$ cat src/rtl/iphp_pkg.sv
// Shared types and constants for the IPv4 header parser.
// Holds the packet record passed from front to back, the result layout and codes.
// No dependencies.
package iphp_pkg;

    localparam int LENGTH_WIDTH     = 16;
    localparam int MIN_HEADER_BYTES = 20;
    localparam int MAX_HEADER_BYTES = 60;
    localparam int QUEUE_DEPTH      = 2;
    localparam int OUT_PAD_BITS     = 6;

    localparam logic [15:0] COUNT_MAX  = 16'hFFFF;
    localparam logic [15:0] CSUM_GOOD  = 16'hFFFF;
    localparam logic [3:0]  IP_VERSION = 4'd4;

    localparam logic [7:0] OPT_END = 8'd0;
    localparam logic [7:0] OPT_NOP = 8'd1;

    localparam logic [0:0] REG_CHECKSUM_ENABLE = 1'b0;
    localparam logic [0:0] REG_OPTIONS_ENABLE  = 1'b1;

    typedef enum logic [2:0] {
        ST_OK      = 3'd0,
        ST_SHORT   = 3'd1,
        ST_VERSION = 3'd2,
        ST_FORMAT  = 3'd3,
        ST_MORE    = 3'd4
    } status_t;

    typedef enum logic [3:0] {
        PH_TYPE = 4'b0001,
        PH_LEN  = 4'b0010,
        PH_DATA = 4'b0100,
        PH_STOP = 4'b1000
    } phase_t;

    typedef struct packed {
        logic checksum_enable;
        logic options_enable;
    } iphp_cfg_t;

    // Everything the back end needs about one finished packet.
    typedef struct packed {
        logic [3:0]  version;
        logic [3:0]  ihl;
        logic [7:0]  service_type;
        logic [15:0] datagram_length;
        logic [15:0] identification;
        logic [15:0] fragment_word;
        logic [7:0]  time_to_live;
        logic [7:0]  protocol_number;
        logic [31:0] source_address;
        logic [31:0] destination_address;
        logic [15:0] byte_count;
        logic [15:0] checksum_sum;
        logic        option_error;
        logic        option_open;
    } iphp_rec_t;

    // Listed high field first so that status lands in the lowest bits.
    typedef struct packed {
        logic [15:0] payload_length;
        logic        checksum_ok;
        logic [31:0] destination_address;
        logic [31:0] source_address;
        logic [7:0]  protocol_number;
        logic [7:0]  time_to_live;
        logic [15:0] fragment_word;
        logic [15:0] identification;
        logic [15:0] datagram_length;
        logic [7:0]  service_type;
        logic [5:0]  header_length;
        status_t     status;
    } iphp_res_t;

endpackage

$ cat src/rtl/ipv4_header_parser_unit.sv
// IPv4 header parser top level: byte stream in, one result record per packet out.
// Throughput: one byte per cycle; each record is registered in the record queue and
// then in the output register. The front end stalls only when the record queue is full;
// the output register lets a waiting record sit while new bytes keep flowing.
// Reset (aresetn, synchronous, active low) clears packet state, queue and
// output valid, and sets both enables to 1. Depends on iphp_pkg and submodules.
module ipv4_header_parser_unit #(
    parameter int QUEUE_DEPTH = iphp_pkg::QUEUE_DEPTH
) (
    input  logic         aclk,
    input  logic         aresetn,
    // Config write port: index 0 checksum_enable, index 1 options_enable
    input  logic         cfg_wr_en,
    input  logic [0:0]   cfg_addr,
    input  logic [0:0]   cfg_wdata,
    // Byte stream in
    input  logic         s_tvalid,
    output logic         s_tready,
    input  logic [7:0]   s_tdata,   // [7:0] data_byte
    input  logic         s_tlast,   // last_byte
    // Result records out
    output logic         m_tvalid,
    input  logic         m_tready,
    // [2:0] status, [8:3] header_length, [16:9] service_type, [32:17] datagram length,
    // [48:33] identification, [64:49] flags and fragment word, [72:65] time_to_live,
    // [80:73] protocol_number, [112:81] source_address,
    // [144:113] destination_address, [145] checksum_ok, [161:146] payload_length,
    // [167:162] zero
    output logic [167:0] m_tdata
);
    import iphp_pkg::*;

    iphp_cfg_t cfg_reg;
    iphp_rec_t front_rec, queue_rec;
    iphp_res_t result;
    logic      rec_push, rec_full, rec_valid, rec_pop;

    // Config registers; the user must write them only while idle, which the block does not enforce.
    always_ff @(posedge aclk) begin
        if (!aresetn) begin
            cfg_reg.checksum_enable <= 1'b1;
            cfg_reg.options_enable  <= 1'b1;
        end else if (cfg_wr_en) begin
            unique case (cfg_addr)
                REG_CHECKSUM_ENABLE: cfg_reg.checksum_enable <= cfg_wdata[0];
                REG_OPTIONS_ENABLE:  cfg_reg.options_enable  <= cfg_wdata[0];
                default: ;
            endcase
        end
    end

    // Capture header, sum and walk options; push a record on the last beat.
    iphp_front u_front (
        .aclk     (aclk),
        .aresetn  (aresetn),
        .in_valid (s_tvalid),
        .in_ready (s_tready),
        .in_byte  (s_tdata),
        .in_last  (s_tlast),
        .rec_full (rec_full),
        .rec_push (rec_push),
        .rec_data (front_rec)
    );

    // Decouple front and back so either side can stall alone.
    iphp_queue #(
        .DEPTH (QUEUE_DEPTH)
    ) u_queue (
        .aclk      (aclk),
        .aresetn   (aresetn),
        .push      (rec_push),
        .push_data (front_rec),
        .full      (rec_full),
        .pop       (rec_pop),
        .valid     (rec_valid),
        .pop_data  (queue_rec)
    );

    // Grade the record and hold the result beat until taken.
    iphp_back u_back (
        .aclk      (aclk),
        .aresetn   (aresetn),
        .cfg       (cfg_reg),
        .rec_valid (rec_valid),
        .rec_data  (queue_rec),
        .rec_pop   (rec_pop),
        .out_valid (m_tvalid),
        .out_ready (m_tready),
        .out_data  (result)
    );

    assign m_tdata = {{OUT_PAD_BITS{1'b0}}, result};

endmodule

$ cat src/rtl/iphp_front.sv
// Front end of the IPv4 header parser: takes packet bytes, captures the fixed
// header, runs the checksum sum and the option walk, and emits one record per packet.
// Depends on iphp_pkg.
module iphp_front (
    input  logic                aclk,
    input  logic                aresetn,
    input  logic                in_valid,
    output logic                in_ready,
    input  logic [7:0]          in_byte,
    input  logic                in_last,
    input  logic                rec_full,
    output logic                rec_push,
    output iphp_pkg::iphp_rec_t rec_data
);
    import iphp_pkg::*;

    logic [15:0] pos_reg, pos_next;
    logic [15:0] acc_reg, acc_next;
    phase_t      phase_reg, phase_next;
    logic [7:0]  left_reg, left_next;
    logic        err_reg, err_next;
    logic [7:0]  hdr_reg [MIN_HEADER_BYTES];
    logic [7:0]  hdr_view [MIN_HEADER_BYTES];

    logic        accept;
    logic        in_header;
    logic [3:0]  ihl_cur;
    logic [15:0] hl_cur;
    logic [15:0] addend;
    logic [16:0] sum_wide;
    logic [7:0]  left_dec;

    assign in_ready = !rec_full;
    assign accept   = in_valid && in_ready;
    assign rec_push = accept && in_last;
    assign in_header = pos_reg < 16'(MIN_HEADER_BYTES);

    // Current header bytes with this beat merged in.
    always_comb begin
        for (int i = 0; i < MIN_HEADER_BYTES; i++) begin
            hdr_view[i] = (in_header && pos_reg[4:0] == 5'(i)) ? in_byte : hdr_reg[i];
        end
    end

    assign ihl_cur = hdr_view[0][3:0];
    assign hl_cur  = {10'd0, ihl_cur, 2'b00};

    // Ones'-complement sum with end-around carry.
    assign addend   = pos_reg[0] ? {8'd0, in_byte} : {in_byte, 8'd0};
    assign sum_wide = {1'b0, acc_reg} + {1'b0, addend};
    always_comb begin
        acc_next = acc_reg;
        if (pos_reg < hl_cur) begin
            acc_next = sum_wide[15:0] + {15'd0, sum_wide[16]};
        end
    end

    assign left_dec = left_reg - 8'd1;

    always_comb begin
        phase_next = phase_reg;
        left_next  = left_reg;
        err_next   = err_reg;
        if (!in_header) begin
            unique case (phase_reg)
                PH_TYPE: begin
                    if (pos_reg >= hl_cur || in_byte == OPT_END) begin
                        phase_next = PH_STOP;
                    end else if (in_byte != OPT_NOP) begin
                        phase_next = PH_LEN;
                    end
                end
                PH_LEN: begin
                    if (in_byte < 8'd2) begin
                        err_next   = 1'b1;
                        phase_next = PH_STOP;
                    end else begin
                        left_next  = in_byte - 8'd2;
                        phase_next = (in_byte == 8'd2) ? PH_TYPE : PH_DATA;
                    end
                end
                PH_DATA: begin
                    left_next = left_dec;
                    if (left_dec == 8'd0) begin
                        phase_next = PH_TYPE;
                    end
                end
                PH_STOP: ;
                default: ;
            endcase
        end
    end

    assign pos_next = (pos_reg == COUNT_MAX) ? pos_reg : pos_reg + 16'd1;

    always_ff @(posedge aclk) begin
        if (!aresetn) begin
            pos_reg   <= '0;
            acc_reg   <= '0;
            phase_reg <= PH_TYPE;
            left_reg  <= '0;
            err_reg   <= 1'b0;
        end else if (accept) begin
            if (in_last) begin
                pos_reg   <= '0;
                acc_reg   <= '0;
                phase_reg <= PH_TYPE;
                left_reg  <= '0;
                err_reg   <= 1'b0;
            end else begin
                pos_reg   <= pos_next;
                acc_reg   <= acc_next;
                phase_reg <= phase_next;
                left_reg  <= left_next;
                err_reg   <= err_next;
            end
        end
    end

    always_ff @(posedge aclk) begin
        if (accept && in_header) begin
            hdr_reg[pos_reg[4:0]] <= in_byte;
        end
    end

    always_comb begin
        rec_data.version             = hdr_view[0][7:4];
        rec_data.ihl                 = ihl_cur;
        rec_data.service_type        = hdr_view[1];
        rec_data.datagram_length     = {hdr_view[2], hdr_view[3]};
        rec_data.identification      = {hdr_view[4], hdr_view[5]};
        rec_data.fragment_word       = {hdr_view[6], hdr_view[7]};
        rec_data.time_to_live        = hdr_view[8];
        rec_data.protocol_number     = hdr_view[9];
        rec_data.source_address      = {hdr_view[12], hdr_view[13], hdr_view[14], hdr_view[15]};
        rec_data.destination_address = {hdr_view[16], hdr_view[17], hdr_view[18], hdr_view[19]};
        rec_data.byte_count          = pos_next;
        rec_data.checksum_sum        = acc_next;
        rec_data.option_error        = err_next;
        rec_data.option_open         = (phase_next == PH_LEN) || (phase_next == PH_DATA);
    end

endmodule

$ cat src/rtl/iphp_queue.sv
// Short record queue between the parser front and back ends.
// Depends on iphp_pkg for the record type.
module iphp_queue #(
    parameter int DEPTH = iphp_pkg::QUEUE_DEPTH
) (
    input  logic                aclk,
    input  logic                aresetn,
    input  logic                push,
    input  iphp_pkg::iphp_rec_t push_data,
    output logic                full,
    input  logic                pop,
    output logic                valid,
    output iphp_pkg::iphp_rec_t pop_data
);
    import iphp_pkg::*;

    localparam int PTR_W = (DEPTH > 1) ? $clog2(DEPTH) : 1;
    localparam int CNT_W = $clog2(DEPTH + 1);

    iphp_rec_t        mem_reg [DEPTH];
    logic [PTR_W-1:0] wr_ptr_reg, rd_ptr_reg;
    logic [CNT_W-1:0] count_reg;
    logic             do_push, do_pop;

    assign full     = count_reg == CNT_W'(DEPTH);
    assign valid    = count_reg != '0;
    assign pop_data = mem_reg[rd_ptr_reg];
    assign do_push  = push && !full;
    assign do_pop   = pop && valid;

    always_ff @(posedge aclk) begin
        if (!aresetn) begin
            wr_ptr_reg <= '0;
            rd_ptr_reg <= '0;
            count_reg  <= '0;
        end else begin
            if (do_push) begin
                wr_ptr_reg <= (wr_ptr_reg == PTR_W'(DEPTH - 1)) ? '0 : wr_ptr_reg + PTR_W'(1);
            end
            if (do_pop) begin
                rd_ptr_reg <= (rd_ptr_reg == PTR_W'(DEPTH - 1)) ? '0 : rd_ptr_reg + PTR_W'(1);
            end
            if (do_push && !do_pop) begin
                count_reg <= count_reg + CNT_W'(1);
            end else if (do_pop && !do_push) begin
                count_reg <= count_reg - CNT_W'(1);
            end
        end
    end

    always_ff @(posedge aclk) begin
        if (do_push) begin
            mem_reg[wr_ptr_reg] <= push_data;
        end
    end

endmodule

$ cat src/rtl/iphp_back.sv
// Back end of the IPv4 header parser: grades one packet record and holds the
// result in an output register. Depends on iphp_pkg.
module iphp_back (
    input  logic                aclk,
    input  logic                aresetn,
    input  iphp_pkg::iphp_cfg_t cfg,
    input  logic                rec_valid,
    input  iphp_pkg::iphp_rec_t rec_data,
    output logic                rec_pop,
    output logic                out_valid,
    input  logic                out_ready,
    output iphp_pkg::iphp_res_t out_data
);
    import iphp_pkg::*;

    logic        valid_reg;
    iphp_res_t   res_reg, res_next;
    status_t     status;
    logic [15:0] hl16, pay, avail;
    logic        opts_on;

    assign hl16    = {10'd0, rec_data.ihl, 2'b00};
    assign opts_on = cfg.options_enable && hl16 > 16'(MIN_HEADER_BYTES);
    assign pay     = rec_data.datagram_length - hl16;
    assign avail   = rec_data.byte_count - hl16;

    always_comb begin
        priority if (rec_data.byte_count < 16'(MIN_HEADER_BYTES)) begin
            status = ST_SHORT;
        end else if (rec_data.version != IP_VERSION) begin
            status = ST_VERSION;
        end else if (hl16 < 16'(MIN_HEADER_BYTES) || hl16 > 16'(MAX_HEADER_BYTES)) begin
            status = ST_FORMAT;
        end else if (rec_data.byte_count < hl16) begin
            status = ST_SHORT;
        end else if (opts_on && rec_data.option_error) begin
            status = ST_FORMAT;
        end else if (opts_on && rec_data.option_open) begin
            status = ST_MORE;
        end else if (rec_data.datagram_length < hl16) begin
            status = ST_FORMAT;
        end else begin
            status = ST_OK;
        end
    end

    // Zero every field but the status of an error record.
    always_comb begin
        res_next        = '0;
        res_next.status = status;
        if (status == ST_OK) begin
            res_next.header_length       = hl16[5:0];
            res_next.service_type        = rec_data.service_type;
            res_next.datagram_length     = rec_data.datagram_length;
            res_next.identification      = rec_data.identification;
            res_next.fragment_word       = rec_data.fragment_word;
            res_next.time_to_live        = rec_data.time_to_live;
            res_next.protocol_number     = rec_data.protocol_number;
            res_next.source_address      = rec_data.source_address;
            res_next.destination_address = rec_data.destination_address;
            res_next.checksum_ok         = !cfg.checksum_enable ||
                                           rec_data.checksum_sum == CSUM_GOOD;
            res_next.payload_length      = (pay > avail) ? avail : pay;
        end
    end

    assign rec_pop   = rec_valid && (!valid_reg || out_ready);
    assign out_valid = valid_reg;
    assign out_data  = res_reg;

    always_ff @(posedge aclk) begin
        if (!aresetn) begin
            valid_reg <= 1'b0;
        end else if (rec_pop) begin
            valid_reg <= 1'b1;
        end else if (out_ready) begin
            valid_reg <= 1'b0;
        end
    end

    always_ff @(posedge aclk) begin
        if (rec_pop) begin
            res_reg <= res_next;
        end
    end

endmodule

$ cat config.mk
export PLATFORM = sky130hd
export DESIGN_NAME = ipv4_header_parser_unit
export DESIGN_NICKNAME = d
export VERILOG_FILES = /design/src/rtl/iphp_pkg.sv /design/src/rtl/ipv4_header_parser_unit.sv /design/src/rtl/iphp_front.sv /design/src/rtl/iphp_queue.sv /design/src/rtl/iphp_back.sv
export SDC_FILE = /design/constraint.sdc
export NUM_CORES = 1
export LEC_CHECK = 0
export ABC_AREA = 1
export BUFFER_PORTS_ARGS = -buffer_cell sky130_fd_sc_hd__buf_2
export CAP_MARGIN = 20
export CORE_MARGIN = 2
export CORE_UTILIZATION = 55
export DETAILED_ROUTE_END_ITERATION = 6
export PLACE_DENSITY = 0.73
export SLEW_MARGIN = 20
export SYNTH_ARGS = -nofsm -noshare
export SYNTH_HDL_FRONTEND = slang
export SYNTH_SLANG_ARGS = --single-unit
$ cat constraint.sdc
create_clock -name aclk -period 11.7 [get_ports aclk]
set_clock_uncertainty 0.1 [all_clocks]
set_input_delay 0.585 -clock aclk [delete_from_list [all_inputs] [get_ports aclk]]
set_output_delay 0.585 -clock aclk [all_outputs]
set_load 0.05 [all_outputs]
## Word level (Yosys, flattened, before mapping)

Memories as Yosys holds them, arrays and structs flattened. A register that Yosys moved wholly into a read port is not among the register bits.
Index checks and enable logic that the tools add are counted.

- $add $sub $neg: 11
- $mul: 0
- Div/mod/pow operators: 0
- Order comparisons: 11
- Equal/unequal tests: 30
- Shifts and indexed selects: 0
- Mux-type cells: 59
- Bitwise operators: 1
- Reductions and logical operators: 50

Operators by type and width:

| kind | count |
|---|---|
| $mux 8 | 21 |
| $mux 16 | 6 |
| $lt 16x6->1 | 3 |
| $eq 16x16->1 const B | 2 |
| $lt 16x5->1 const B | 2 |
| $sub 16x6->16 | 2 |
| $eq 5x4->1 const B | 6 |
| $logic_and 1x1->1 | 29 |
| $mux 4 | 6 |
| $mux 3 | 7 |
| $eq 5x3->1 const B | 4 |
| $eq 5x5->1 const B | 4 |
| $add 16x16->17 | 1 |
| $add 16x1->16 | 1 |
| $add 16x1->16 const B | 1 |
| $ge 16x6->1 | 1 |
| $gt 16x16->1 | 1 |
| $logic_not 8->1 | 2 |
| $pmux 8 s2 | 1 |
| $mux 1 | 14 |
| $pmux 4 s3 | 1 |
| $eq 5x2->1 const B | 2 |
| $eq 4x2->1 const B | 2 |
| $eq 4x3->1 const B | 2 |
| other kinds (27) | 41 |

- Flip-flop bits (word level): 214
- Latch bits: 0
- RAM bits: 516
- ROM bits: 0
- Input bits: 16
- Output and inout bits: 170
- Logic and storage cells: 188
- Memories kept: 2

Memories:

| name | depth | bits a word | read ports | clocked after memory_dff | write ports | RTL line | RTL |
|---|---|---|---|---|---|---|---|
| u_queue.mem_reg | 2 | 178 | 1 | 1 | 1 | iphp_queue.sv:20 | `iphp_rec_t mem_reg [DEPTH];` |
| u_front.hdr_reg | 20 | 8 | 18 | 0 | 1 | iphp_front.sv:22 | `logic [7:0] hdr_reg [MIN_HEADER_BYTES];` |

## Longest topological paths before layout

- Depth after elaboration: 10
- Depth in mapped cells: 31
- Gate-level depth less buffers: 27

## Hierarchy

A second synthesis with hierarchy kept.

- Cells, all modules: 2675
- Area total of the unflattened synthesis: 32133.3 um^2

Modules (own cells, without submodules):

| module | instances | cells an instance | area each (um^2) | sequential area each (um^2) |
|---|---|---|---|---|
| iphp_queue | 1 | 591 | 13509.2 | 10790.3 |
| iphp_front | 1 | 1287 | 10491.3 | 5225.0 |
| iphp_back | 1 | 779 | 8000.2 | 4824.6 |
| ipv4_header_parser_unit | 1 | 18 | 132.6 | 40.0 |

## Worst setup path before layout

Ideal clock, no wire load.

- Path kind: input port to flip-flop
- Start point: in m_tready
- End point: reg u_queue.count_reg[1]
- Setup time: 122 ps
- Data arrival time: 9733 ps
- Required time: 11478 ps
- Slack: 1745 ps
- Stages on the path: 8
- Buffers on the path: 0
- Cell sequence: nor2_1 -> a21oi_1 -> inv_1 -> ha_1 -> a21oi_1 -> o21ai_0 -> o21ai_0 -> a21oi_1

- Longest elaborated chain between the ends: 6
- Elaborated cells between the ends (all ways): 8
- Those cells by class: 1 x mux; 7 x reduce/logical

RTL lines:

| what | RTL line | RTL |
|---|---|---|
| start, declared | ipv4_header_parser_unit.sv:23 | `input logic m_tready,` |
| $logic_or 1x1->1 (*) | iphp_back.sv:67 | `assign rec_pop = rec_valid && (!valid_reg \|\| out_ready);` |
| $logic_and 1x1->1 (*) | iphp_back.sv:67 |  |
| via rec_pop | ipv4_header_parser_unit.sv:36 | `logic rec_push, rec_full, rec_valid, rec_pop;` |
| $logic_and 1x1->1 (*) | iphp_queue.sv:29 | `assign do_pop = pop && valid;` |
| $logic_not 1->1 | iphp_queue.sv:43 | `if (do_push && !do_pop) begin` |
| $logic_and 1x1->1 | iphp_queue.sv:43 |  |
| $mux 2 / $reduce_bool 2->1 (equally long branches) | -- |  |
| end signal, assigned | iphp_queue.sv:44 | `count_reg <= count_reg + CNT_W'(1);` |
| end signal, assigned | iphp_queue.sv:46 | `count_reg <= count_reg - CNT_W'(1);` |
| end, declared | iphp_queue.sv:22 | `logic [CNT_W-1:0] count_reg;` |

Mark *: on every way through the listed nets, which the timed path passes. The rest lies on a longest branch.
A chain may end at the register's enable or synchronous reset.

==> results.md <==
- Outcome: finished with violations
- Failing checks: design-rule violations
- CP endpoint kind: register
- Dpl hpwl: roughly 43000 um
- IO buf count: ~180
- Post-DP Area: around 32000 sq um
- Synth Flop Type: edfxtp_1
- Setup Fix Bufs, Post-CTS: 0
- #FFs+latches synth: roughly 700
- PD cells: about 240 nW/um^2
- Clock Latency Late Sink: 0.62 ns
- Setup TNS: 0 ns
- Root buffer cell: clkbuf_16
- RSZ-0062 raised after global routing: no
- Largest net degree at the start of global routing: ~180
- Detailed-route wire length per cell: ~20 um
- Post-CTS Hold Fix Bufs: 0
- Unique cell type count in the Yosys netlist: 50
- H-tree lvl count: 3
- Synth warn: 0
- Final setup fails: 0
- Max FFs per register: 356
- Crit Path Category: reg2reg
- Peak supply drop: about 0.56 mV
- First-pass GRT wire length: 108200 um
- TritonCTS clock tree: done
- Critical path peak fanout: 22
- Final WS setup: 5.993 ns
- Tot Pwr: ~8.2 mW
- Cell taking the most area after synthesis: edfxtp_1
- Slew margin rel.: a little over an eighth
- Resize count post-CTS: 0
- Core ar.: between 50000 and 60000 sq um
- Commonest cells after routing, fill and taps aside: nand2_1, edfxtp_1, o21ai_0
- Max-slew violations: 0
- Height of the chip: 239.4 um
- # fillers: 4206
- Row count: between 80 and 90
- Clock buffer depth: 3
- Syn Area/Cell: 11.58 sq um
- Worst EP arrival: 6.06 ns
- Cell Count, Final, Fillers Out: 3610
- Asr flop ratio synth: 0%
- Initial Util: 55.43%
- Final Hold Fails: 0
- Synthesized area: 30480 sq um
- Initial DRC Count: around 2000
- Min cycle time layout: around 5.7 ns
- Vias in the first global route: approximately 19000
- Clk pin slew, worst setup/hold paths: 0.07 ns
- Design Area, Final: between 30000 and 40000 sq um
- Hold depth: 3
- Final WL: about 71000 um
- Via-per-instance ratio: between 5 and 6
- GRT Residual Overflow: 0
- Die X: between 200 and 250 um
- # DRC: 20
- Critical path startpoint category: register
- Post-synthesis sequential area ratio: 68.51%
- Final #Nets: 2878
- Post-synth EDFFs: between 600 and 700
- DP Cell Count: ~3500
- Commonest non-fill, non-tap cell in the layout: nand2_1
- MaxCap Viol Count: 0
- Yosys top cell area share: about two thirds
- Type of the tightest min-delay check: in2reg
- ANT nets after route: 0
- DR vias: roughly 20000
- Post-Synthesis Cells: approximately 2600
- Crit-path most repeated cell: inv_1
- R2r worst-path depth: 19
- CP peak stage delay: between 0.9 and 1 ns
- CP required: about 12 ns
- Leak: around 13 nW
- Area growth syn-to-layout: 12.39%
- Total CTS buffers: 73
- # IOs: around 190
- DRT Pass-1 Iters: 7
- Largest cells by area after synthesis: edfxtp_1, nand2_1, dfxtp_1
- Setup WS pre-CTS: between 6 and 7 ns
- Gp weighted congestion: just under 0.9
- Sink Count: just over 700
- Period utilization: just under 50%
- Layout cells sized above 1: roughly 16%
- Max Fclk: roughly 0.18 GHz
- Initial antenna violation count: 1
- Gr usage total: about 25%
- Worst path slowest cell: nor3_1
- Die footprint: roughly 57000 sq um
- Worst-Margin Slew: between 1 and 1.5 ns
- CP cell instances: buf_4, inv_1, ha_1, inv_1, nor3_1, nand2_1, o21ai_0, inv_1, ha_1, a211oi_1, nand2_1, nor2_1, buf_4, o221ai_1, o21ai_0, nand2_1, inv_1, nand3_1, a21oi_1
## critical path, delay by kind of cell (launching register included)
kind            cells  cell delay, ns
compound gates      5            1.53
fa+ha+maj           2            0.74
flops               1            0.30
simple gates        6            1.98
buf+inv             6            0.88
## Yosys cell counts, types with 6 or more instances
cell type and count:
mux2i_1 9, nor3_1 25, clkbuf_1 83, edfxtp_1 660, a21oi_1 108, buf_6 6
ha_1 55, a21oi_2 100, xnor2_1 13, nand4_1 30, or2_2 13, nor4_1 10
o21ai_0 195, nand2_1 729, inv_1 175, xor2_1 25, dfxtp_1 53, or2_1 12
buf_4 10, nor2_1 147, buf_8 11, o21ai_1 13, nand3_1 83
## kinds of logic (layout without fill, tap and decap cells)
kind of cell	after synthesis	count (layout)	share of synthesized area (%)
and+or+nand+nor	1065	1065	14.29
AOI/OAI and AO/OA	452	452	8.978
muxes	10	10	0.3325
adders and majority gates	58	58	2.455
DFF	713	713	68.51
other	1	9	0.01230
buffers and inverters	295	517	4.331
xor gates and xnor gates	38	38	1.092
## layout make-up
cell class | instances | area, sq um | share of cell area (%)
clock inverters | 40 | 325.3 | 0.9497
flip-flops and latches | 713 | 20880 | 60.96
multi-input cells | 1631 | 8376 | 24.45
diodes | 1 | 2.502 | 0.007305
repair buffers | 206 | 1130 | 3.298
well taps | 748 | 935.9 | 2.732
inverters | 179 | 674.4 | 1.969
clock buffers | 92 | 1928 | 5.629
## per-layer routing
layer	global-route usage, %	part of all wire (%)	up-vias
met1	32.91	40	9582
met4	8.939	2.9	0
li1	-	-	9467
met5	0	0	-
met2	42.36	50	700
met3	3.492	6.6	120
## metrics by stage
step | utilization, % | hold WS, ns
after floorplan | - | 0.3255
after global placement | 58.14 | 0.3353
after detailed placement | 58.15 | 0.3402
after CTS | 62.25 | 0.1038
after global routing | 62.29 | 0.1568
final | 62.30 | 0.1130
## worst paths after layout
check / start / to / slack (ns)
worst max-delay path: u_front.pos_reg[0] / u_queue.mem_reg[0][0] / 5.99
worst min-delay path: cfg_wdata / cfg_reg[0] / 0.11
worst max register to register: u_front.pos_reg[0] / u_queue.mem_reg[0][0] / 5.99
worst min register to register: u_queue.rd_ptr_reg / register / 0.36
## power breakdown
group | switching, mW | internal, mW
logic | 2.07 | 0.552
registers | 0.116 | 3.25
clock network | 0.960 | 1.24
total | 3.15 | 5.05
Note: power is estimated with default switching activity, not from simulation.
